## src/hdl/sha_pkg.sv

```systemverilog
package sha_pkg;

  typedef logic [31:0] word_t;
  typedef word_t [0:7] hash_t;

  typedef struct packed {
    logic       wr_en;
    logic [5:0] wr_pos;
    logic [7:0] wr_byte;
    logic       load;
    logic       step;
    logic [5:0] rnd;
  } core_ctl_t;

  localparam logic       OP_ABSORB = 1'b0;
  localparam logic       OP_FINISH = 1'b1;

  localparam logic [5:0] LAST_POS  = 6'd63;
  localparam logic [5:0] LEN_POS   = 6'd56;
  localparam logic [5:0] LAST_RND  = 6'd63;
  localparam logic [7:0] PAD_BYTE  = 8'h80;
  localparam logic [7:0] ZERO_BYTE = 8'h00;
  localparam logic [63:0] BIT_STEP = 64'd8;
  localparam logic [2:0] LAST_IDX  = 3'd7;

  localparam hash_t INIT_HASH = '{
    32'h6a09e667, 32'hbb67ae85, 32'h3c6ef372, 32'ha54ff53a,
    32'h510e527f, 32'h9b05688c, 32'h1f83d9ab, 32'h5be0cd19
  };

  localparam word_t ROUND_K [0:63] = '{
    32'h428a2f98, 32'h71374491, 32'hb5c0fbcf, 32'he9b5dba5,
    32'h3956c25b, 32'h59f111f1, 32'h923f82a4, 32'hab1c5ed5,
    32'hd807aa98, 32'h12835b01, 32'h243185be, 32'h550c7dc3,
    32'h72be5d74, 32'h80deb1fe, 32'h9bdc06a7, 32'hc19bf174,
    32'he49b69c1, 32'hefbe4786, 32'h0fc19dc6, 32'h240ca1cc,
    32'h2de92c6f, 32'h4a7484aa, 32'h5cb0a9dc, 32'h76f988da,
    32'h983e5152, 32'ha831c66d, 32'hb00327c8, 32'hbf597fc7,
    32'hc6e00bf3, 32'hd5a79147, 32'h06ca6351, 32'h14292967,
    32'h27b70a85, 32'h2e1b2138, 32'h4d2c6dfc, 32'h53380d13,
    32'h650a7354, 32'h766a0abb, 32'h81c2c92e, 32'h92722c85,
    32'ha2bfe8a1, 32'ha81a664b, 32'hc24b8b70, 32'hc76c51a3,
    32'hd192e819, 32'hd6990624, 32'hf40e3585, 32'h106aa070,
    32'h19a4c116, 32'h1e376c08, 32'h2748774c, 32'h34b0bcb5,
    32'h391c0cb3, 32'h4ed8aa4a, 32'h5b9cca4f, 32'h682e6ff3,
    32'h748f82ee, 32'h78a5636f, 32'h84c87814, 32'h8cc70208,
    32'h90befffa, 32'ha4506ceb, 32'hbef9a3f7, 32'hc67178f2
  };

  function automatic word_t rotr(input word_t x, input int n);
    return (x >> n) | (x << (32 - n));
  endfunction

endpackage

```

## src/hdl/sha_if.sv

```systemverilog
interface sha_in_if;
  logic       valid;
  logic       ready;
  logic       opcode;
  logic [7:0] data_byte;

  modport source (output valid, output opcode, output data_byte, input ready);
  modport sink (input valid, input opcode, input data_byte, output ready);
endinterface

interface sha_out_if;
  logic        valid;
  logic        ready;
  logic [31:0] digest_word;
  logic [2:0]  word_index;
  logic        last_word;

  modport source (output valid, output digest_word, output word_index, output last_word,
                  input ready);
  modport sink (input valid, input digest_word, input word_index, input last_word,
                output ready);
endinterface

```

## src/hdl/sha_core.sv

```systemverilog
module sha_core
  import sha_pkg::*;
(
  input  logic      clk,
  input  core_ctl_t ctl,
  input  hash_t     hash_in,
  output hash_t     wv
);

  word_t w_r [0:15];
  hash_t wv_r;

  word_t sum0, sum1, chs, maj, p1, p2, sg0, sg1, w_new;

  always_comb begin
    sum1  = rotr(wv_r[4], 6) ^ rotr(wv_r[4], 11) ^ rotr(wv_r[4], 25);
    chs   = (wv_r[4] & wv_r[5]) ^ (~wv_r[4] & wv_r[6]);
    sum0  = rotr(wv_r[0], 2) ^ rotr(wv_r[0], 13) ^ rotr(wv_r[0], 22);
    maj   = (wv_r[0] & wv_r[1]) ^ (wv_r[0] & wv_r[2]) ^ (wv_r[1] & wv_r[2]);
    p1    = wv_r[7] + sum1 + chs + ROUND_K[ctl.rnd] + w_r[0];
    p2    = sum0 + maj;
    sg0   = rotr(w_r[1], 7) ^ rotr(w_r[1], 18) ^ (w_r[1] >> 3);
    sg1   = rotr(w_r[14], 17) ^ rotr(w_r[14], 19) ^ (w_r[14] >> 10);
    w_new = sg1 + w_r[9] + sg0 + w_r[0];
  end

  always_ff @(posedge clk) begin
    if (ctl.wr_en) begin
      w_r[ctl.wr_pos[5:2]][{~ctl.wr_pos[1:0], 3'b000} +: 8] <= ctl.wr_byte;
    end
    if (ctl.step) begin
      for (int i = 0; i < 15; i++) begin
        w_r[i] <= w_r[i + 1];
      end
      w_r[15] <= w_new;
      wv_r[7] <= wv_r[6];
      wv_r[6] <= wv_r[5];
      wv_r[5] <= wv_r[4];
      wv_r[4] <= wv_r[3] + p1;
      wv_r[3] <= wv_r[2];
      wv_r[2] <= wv_r[1];
      wv_r[1] <= wv_r[0];
      wv_r[0] <= p1 + p2;
    end else if (ctl.load) begin
      wv_r <= hash_in;
    end
  end

  assign wv = wv_r;

endmodule

```

## src/hdl/sha256_byte_stream_hasher.sv

```systemverilog
// SHA-256 hasher over a byte stream.
// The input channel carries one word per message byte (opcode absorb) or a
// finish word that closes the message. The result channel returns the digest
// as eight words, h0 first, with word_index on each and last_word on the eighth.
// An absorb word is written straight into the block buffer, except that the
// one that completes a 64-byte block keeps the block busy while the round
// unit runs. A finish word writes the padding and length one byte at a time
// and runs one or two compressions before the first digest word appears. The
// rate is set by the single round unit, which does one of the 64 rounds per
// cycle, and by the byte-wide write port of the block buffer. Input ready is
// high only while the block waits for a word. The digest words are presented
// one per cycle while the receiver is ready; a stall simply holds the current
// word, and nothing is accepted until the last digest word is taken.
// Synchronous reset loads the initial hash values and clears the byte and bit
// counts; after each digest the block returns to that same state for the next
// message.
module sha256_byte_stream_hasher
  import sha_pkg::*;
(
  input  logic      clk,
  input  logic      rst_n,
  sha_in_if.sink    in_ch,
  sha_out_if.source out_ch
);

  typedef enum logic [2:0] {S_IDLE, S_ROUND, S_ADD, S_PAD, S_LEN, S_OUT} state_t;

  state_t      state_r;
  logic [5:0]  fill_r;
  logic [63:0] bits_r;
  logic [5:0]  rnd_r;
  logic [2:0]  idx_r;
  logic        pad_r;
  logic        final_r;
  hash_t       hash_r;
  hash_t       wv;
  core_ctl_t   ctl;
  logic        in_acc;
  logic        out_acc;

  assign in_ch.ready        = (state_r == S_IDLE);
  assign in_acc             = in_ch.valid & in_ch.ready;
  assign out_ch.valid       = (state_r == S_OUT);
  assign out_acc            = out_ch.valid & out_ch.ready;
  assign out_ch.digest_word = hash_r[idx_r];
  assign out_ch.word_index  = idx_r;
  assign out_ch.last_word   = (idx_r == LAST_IDX);

  always_comb begin
    ctl        = '0;
    ctl.wr_pos = fill_r;
    ctl.rnd    = rnd_r;
    case (state_r)
      S_IDLE: begin
        if (in_acc) begin
          ctl.wr_en   = 1'b1;
          ctl.wr_byte = (in_ch.opcode == OP_ABSORB) ? in_ch.data_byte : PAD_BYTE;
          ctl.load    = (fill_r == LAST_POS);
        end
      end
      S_ROUND: begin
        ctl.step = 1'b1;
      end
      S_PAD: begin
        if (fill_r != LEN_POS) begin
          ctl.wr_en   = 1'b1;
          ctl.wr_byte = ZERO_BYTE;
          ctl.load    = (fill_r == LAST_POS);
        end
      end
      S_LEN: begin
        ctl.wr_en   = 1'b1;
        ctl.wr_byte = bits_r[{~fill_r[2:0], 3'b000} +: 8];
        ctl.load    = (fill_r == LAST_POS);
      end
      default: begin
      end
    endcase
  end

  sha_core u_core (
    .clk     (clk),
    .ctl     (ctl),
    .hash_in (hash_r),
    .wv      (wv)
  );

  always_ff @(posedge clk) begin
    if (!rst_n) begin
      state_r <= S_IDLE;
      fill_r  <= '0;
      bits_r  <= '0;
      rnd_r   <= '0;
      idx_r   <= '0;
      pad_r   <= 1'b0;
      final_r <= 1'b0;
      hash_r  <= INIT_HASH;
    end else begin
      case (state_r)
        S_IDLE: begin
          if (in_acc) begin
            fill_r <= fill_r + 6'd1;
            rnd_r  <= '0;
            if (in_ch.opcode == OP_ABSORB) begin
              bits_r <= bits_r + BIT_STEP;
              if (fill_r == LAST_POS) begin
                state_r <= S_ROUND;
              end
            end else if (fill_r == LAST_POS) begin
              pad_r   <= 1'b1;
              state_r <= S_ROUND;
            end else begin
              state_r <= S_PAD;
            end
          end
        end
        S_ROUND: begin
          rnd_r <= rnd_r + 6'd1;
          if (rnd_r == LAST_RND) begin
            state_r <= S_ADD;
          end
        end
        S_ADD: begin
          for (int i = 0; i < 8; i++) begin
            hash_r[i] <= hash_r[i] + wv[i];
          end
          idx_r <= '0;
          if (final_r) begin
            state_r <= S_OUT;
          end else if (pad_r) begin
            state_r <= S_PAD;
          end else begin
            state_r <= S_IDLE;
          end
        end
        S_PAD: begin
          if (fill_r == LEN_POS) begin
            state_r <= S_LEN;
          end else begin
            fill_r <= fill_r + 6'd1;
            rnd_r  <= '0;
            if (fill_r == LAST_POS) begin
              pad_r   <= 1'b1;
              state_r <= S_ROUND;
            end
          end
        end
        S_LEN: begin
          fill_r <= fill_r + 6'd1;
          rnd_r  <= '0;
          if (fill_r == LAST_POS) begin
            final_r <= 1'b1;
            state_r <= S_ROUND;
          end
        end
        S_OUT: begin
          if (out_acc) begin
            if (idx_r == LAST_IDX) begin
              hash_r  <= INIT_HASH;
              bits_r  <= '0;
              fill_r  <= '0;
              pad_r   <= 1'b0;
              final_r <= 1'b0;
              state_r <= S_IDLE;
            end else begin
              idx_r <= idx_r + 3'd1;
            end
          end
        end
        default: begin
          state_r <= S_IDLE;
        end
      endcase
    end
  end

endmodule
```

## src/flat_wrapper.sv

```systemverilog
// flat-port wrapper written by rule: the top's interface ports become plain ports
module sha256_byte_stream_hasher_flat import sha_pkg::*;
  (clk, rst_n, in_ch_valid, in_ch_opcode, in_ch_data_byte, in_ch_ready, out_ch_valid, out_ch_digest_word, out_ch_word_index, out_ch_last_word, out_ch_ready);
  sha_in_if in_ch_i ();
  sha_out_if out_ch_i ();
  input  logic clk;
  input  logic rst_n;
  input wire logic [$bits(in_ch_i.valid)-1:0] in_ch_valid;
  input wire logic [$bits(in_ch_i.opcode)-1:0] in_ch_opcode;
  input wire logic [$bits(in_ch_i.data_byte)-1:0] in_ch_data_byte;
  output wire logic [$bits(in_ch_i.ready)-1:0] in_ch_ready;
  output wire logic [$bits(out_ch_i.valid)-1:0] out_ch_valid;
  output wire logic [$bits(out_ch_i.digest_word)-1:0] out_ch_digest_word;
  output wire logic [$bits(out_ch_i.word_index)-1:0] out_ch_word_index;
  output wire logic [$bits(out_ch_i.last_word)-1:0] out_ch_last_word;
  input wire logic [$bits(out_ch_i.ready)-1:0] out_ch_ready;
  assign in_ch_i.valid = in_ch_valid;
  assign in_ch_i.opcode = in_ch_opcode;
  assign in_ch_i.data_byte = in_ch_data_byte;
  assign in_ch_ready = in_ch_i.ready;
  assign out_ch_valid = out_ch_i.valid;
  assign out_ch_digest_word = out_ch_i.digest_word;
  assign out_ch_word_index = out_ch_i.word_index;
  assign out_ch_last_word = out_ch_i.last_word;
  assign out_ch_i.ready = out_ch_ready;
  sha256_byte_stream_hasher u_core (.clk(clk), .rst_n(rst_n), .in_ch(in_ch_i), .out_ch(out_ch_i));
endmodule
```

## config.mk

```make
export PLATFORM = sky130hd
export DESIGN_NAME = sha256_byte_stream_hasher_flat
export DESIGN_NICKNAME = d
export VERILOG_FILES = /design/src/hdl/sha_pkg.sv /design/src/hdl/sha_if.sv /design/src/hdl/sha_core.sv /design/src/hdl/sha256_byte_stream_hasher.sv /design/src/flat_wrapper.sv
export SDC_FILE = /design/constraint.sdc
export NUM_CORES = 2
export LEC_CHECK = 0
export BUFFER_PORTS_ARGS = -buffer_cell sky130_fd_sc_hd__buf_2
export CELL_PAD_IN_SITES_DETAIL_PLACEMENT = 0
export CELL_PAD_IN_SITES_GLOBAL_PLACEMENT = 1
export CORE_MARGIN = 10
export CORE_UTILIZATION = 57
export CTS_BUF_LIST = sky130_fd_sc_hd__clkbuf_8
export DETAILED_ROUTE_END_ITERATION = 7
export HOLD_SLACK_MARGIN = 0.02
export PLACE_DENSITY_LB_ADDON = 0.1
export REMOVE_ABC_BUFFERS = 1
export SLEW_MARGIN = 20
export SYNTH_ARGS = -nofsm -noshare
export SYNTH_HDL_FRONTEND = slang
export SYNTH_SLANG_ARGS = --single-unit
```

## constraint.sdc

```tcl
create_clock -name clk -period 64.8 [get_ports clk]
set_input_delay 6.48 -clock clk [delete_from_list [all_inputs] [get_ports clk]]
set_output_delay 6.48 -clock clk [all_outputs]
set_load 0.005 [all_outputs]
```

==> impl_metrics.yaml <==
outcome:
  outcome: "complete, no violations"
floorplanning:
  dieArea_um2: 142000
  io_pins: 51
  start_util_pct: 57.2
  rows: 131
  die_w_um: 377
  core-area_um2: 127000
  die_height_um: 377
worst_setup_path:
  critical_path.top_delay_family: "multiplexers"
  required_ns: 58.32
  critical_path.max_fanout: 37
  arrival_ns: 3.78
  worst_setup_path_start_kind: "register"
  cp_slowest_cell: "dfxtp_4"
  rr_worst_depth: 35
  crit_type: "register to output port"
  critPathMaxStageDelay_ns: 0.78
  cp.depth: 4
  critical_path_buf_inv_count: 2
  crit_chain: "buf_4 > mux4_2 > mux2_2 > buf_2"
  cp-end-kind: "output port"
placement:
  gp_congestion: 1.03
  placed_area_um2: 74600
  dpl.hpwl_um: 183000
  dp_cells: 8830
  port_buffers: 50
synthesis:
  async_flop_share_pct: 0
  synth_edf_count: 768
  yosysSeqAreaShare_pct: 40.9
  synth_flop_cell: "edfxtp_1"
  yosys_warnings: 0
  synth_cell_type_count: 91
  syn_area_um2: 72800
  avgSynthCellArea_um2: 9.82
  ys_ff_latch: 1105
  synth_cells: 7415
route:
  antenna_left: 0
  dr.pass1.iters: 6
  vias: 58600
  remaining_drc_errors: 0
  routed_wl_um: 248000
  drt_iter0_drc: 5913
  via_per_inst: 6.37
  routedWlPerCell_um: 27.0
sta:
  max_clock_freq_mhz: 97.4
  fin_tns_setup_ns: 0
  relSlewSlack_pct: 12.8
  finalClockSkew_ns: 0.0933
  finalCritPeriodShare_pct: 15.8
  slew_viol_final: 0
  fin_crit_ns: 10.26
  setup_viol: 0
  tightestPinTransition_ns: 1.29
  rsz0062_at_grt: "false"
  hold_viol_final: 0
layout:
  layout_commonest_cell: "nand2_1"
  fill_cells: 10900
  fin_area_um2: 78300
  multi_input_area_um2: 40400
  synthToLayoutAreaGrowth_pct: 7.51
  final_cell_mix: "nand2_1 (1,024), edfxtp_1 (768), a21o_1 (685)"
  regArea_um2: 29800
  instances_no_fill: 9188
  fin_nets: 7964
  drive_gt1_share_pct: 8.15
clocking:
  cts_root_buf: "clkbuf_8"
  cts_tree: "yes"
  hold_buffers: 0
  clock_latency_ns: 0.98
  post_cts_buffers: 0
  cts_buffers: 189
  clock-sinks: 1105
  cts.path.max_buffers: 3
  path_clk_slew_ns: 0.07
  cts_resized: 0
  cts_htree_levels: 4
global_route:
  grt_overflow_total: 0
  antenna_found_initial: 6
  grt_max_degree: 128
  grt_pass1_wl_um: 365000
  grt_pass1_vias: 55900
  track_usage_pct: 34.1
hold_path:
  hp-class: "register to register"
  hold-path-cell-count: 2
run:
  cap_violations: 0
-- per-stage QoR --
step / hold WS, ns / utilization, % / worst slack (ns)
global route: 0.512 / 61.5 / 54.14
detailed placement: 0.485 / 58.7 / 54.49
CTS: 0.491 / 61.5 / 54.41
global placement: 0.466 / 58.7 / 54.54
finish: 0.493 / 61.5 / 54.54
floorplan: 0.455 / - / 18.71
-- cell families after synthesis --
logic type | count (synthesis) | share of synthesized area [%]
XOR/XNOR | 617 | 7.44
multiplexers | 173 | 3.94
AND/OR/NAND/NOR | 2019 | 12.0
flip-flops | 1105 | 40.9
AO/OA/AOI/OAI | 2169 | 19.5
buffers and inverters | 718 | 3.71
adder cells (fa/ha/maj) | 614 | 12.5
-- state kept, by name, summed over array words and instances, names as in the netlist --
signal,count
u_core.state_r,3
u_core.rnd_r,6
u_core.out_ch.word_index,3
u_core.fill_r,6
u_core.hash_r,256
u_core.u_core.w_r,512
u_core.bits_r,61
u_core.u_core.wv,256
u_core.final_r,1
u_core.pad_r,1
-- tightest hold or removal path: stages (launching register included) --
cell,delay (ns)
dfxtp_1,0.32
o21ai_0,0.07
a21oi_1,0.06
-- synthesized netlist by cell type (all sizes together) (18+ instances only) --
master | instances | area, um2
and2 | 28 | 175
o211ai | 21 | 158
a21oi | 418 | 2100
or3 | 40 | 250
a2111oi | 18 | 158
xor2 | 189 | 1660
dfxtp | 337 | 6750
nand2 | 1029 | 3860
a21o | 685 | 5140
nand2b | 51 | 319
clkbuf | 386 | 1450
mux2 | 56 | 631
maj3 | 22 | 220
buf | 42 | 164
nor3 | 77 | 395
o21bai | 44 | 330
o31ai | 25 | 188
a211o | 18 | 158
inv | 289 | 1080
xnor2 | 427 | 3740
o21ai | 469 | 2350
fa | 195 | 3900
and3 | 45 | 282
mux2i | 32 | 320
a22oi | 66 | 495
nand4 | 45 | 282
o21a | 54 | 405
nor2b | 74 | 463
a211oi | 48 | 365
o22ai | 109 | 688
mux4 | 85 | 1910
nand3 | 82 | 410
nor2 | 483 | 1810
ha | 397 | 4970
a31oi | 36 | 225
edfxtp | 768 | 23100
-- path summary, 6_finish.rpt --
path	startpoint	endpoint	slack (ns)
min	u_core.bits_r[63]$_SDFFE_PN0P_	u_core.bits_r[63]$_SDFFE_PN0P_	0.49
min reg2reg	u_core.bits_r[63]$_SDFFE_PN0P_	u_core.bits_r[63]$_SDFFE_PN0P_	0.49
max	u_core.out_ch.word_index[0]$_SDFFE_PN0P_	out_ch_digest_word[26]	54.54
max reg2reg	u_core.rnd_r[0]$_SDFFE_PN0P_	u_core.u_core.wv[255]$_DFFE_PP_	54.66
-- cell type report --
type | count | share of cell area, %
Clock inverter | 154 | 1.15
Multi-Input combinational cell | 5592 | 51.6
Sequential cell | 1105 | 38.1
Timing Repair Buffer | 181 | 1.60
Tap cell | 1662 | 2.66
Clock buffer | 198 | 3.48
Inverter | 290 | 1.39
Antenna cell | 6 | 0.0192
-- layer usage --
layer	vias to the layer above	global-route usage (%)	routed length, um
met4	2	20.9	17400
met3	653	6.61	18800
met2	2549	54.7	115000
li1	26600	-	-
met5	-	0	13
met1	28800	42.5	96900
Power is left out: the tool's default activity adds up to more than one toggle a clock period on the data nets, which glitch-free logic cannot reach.
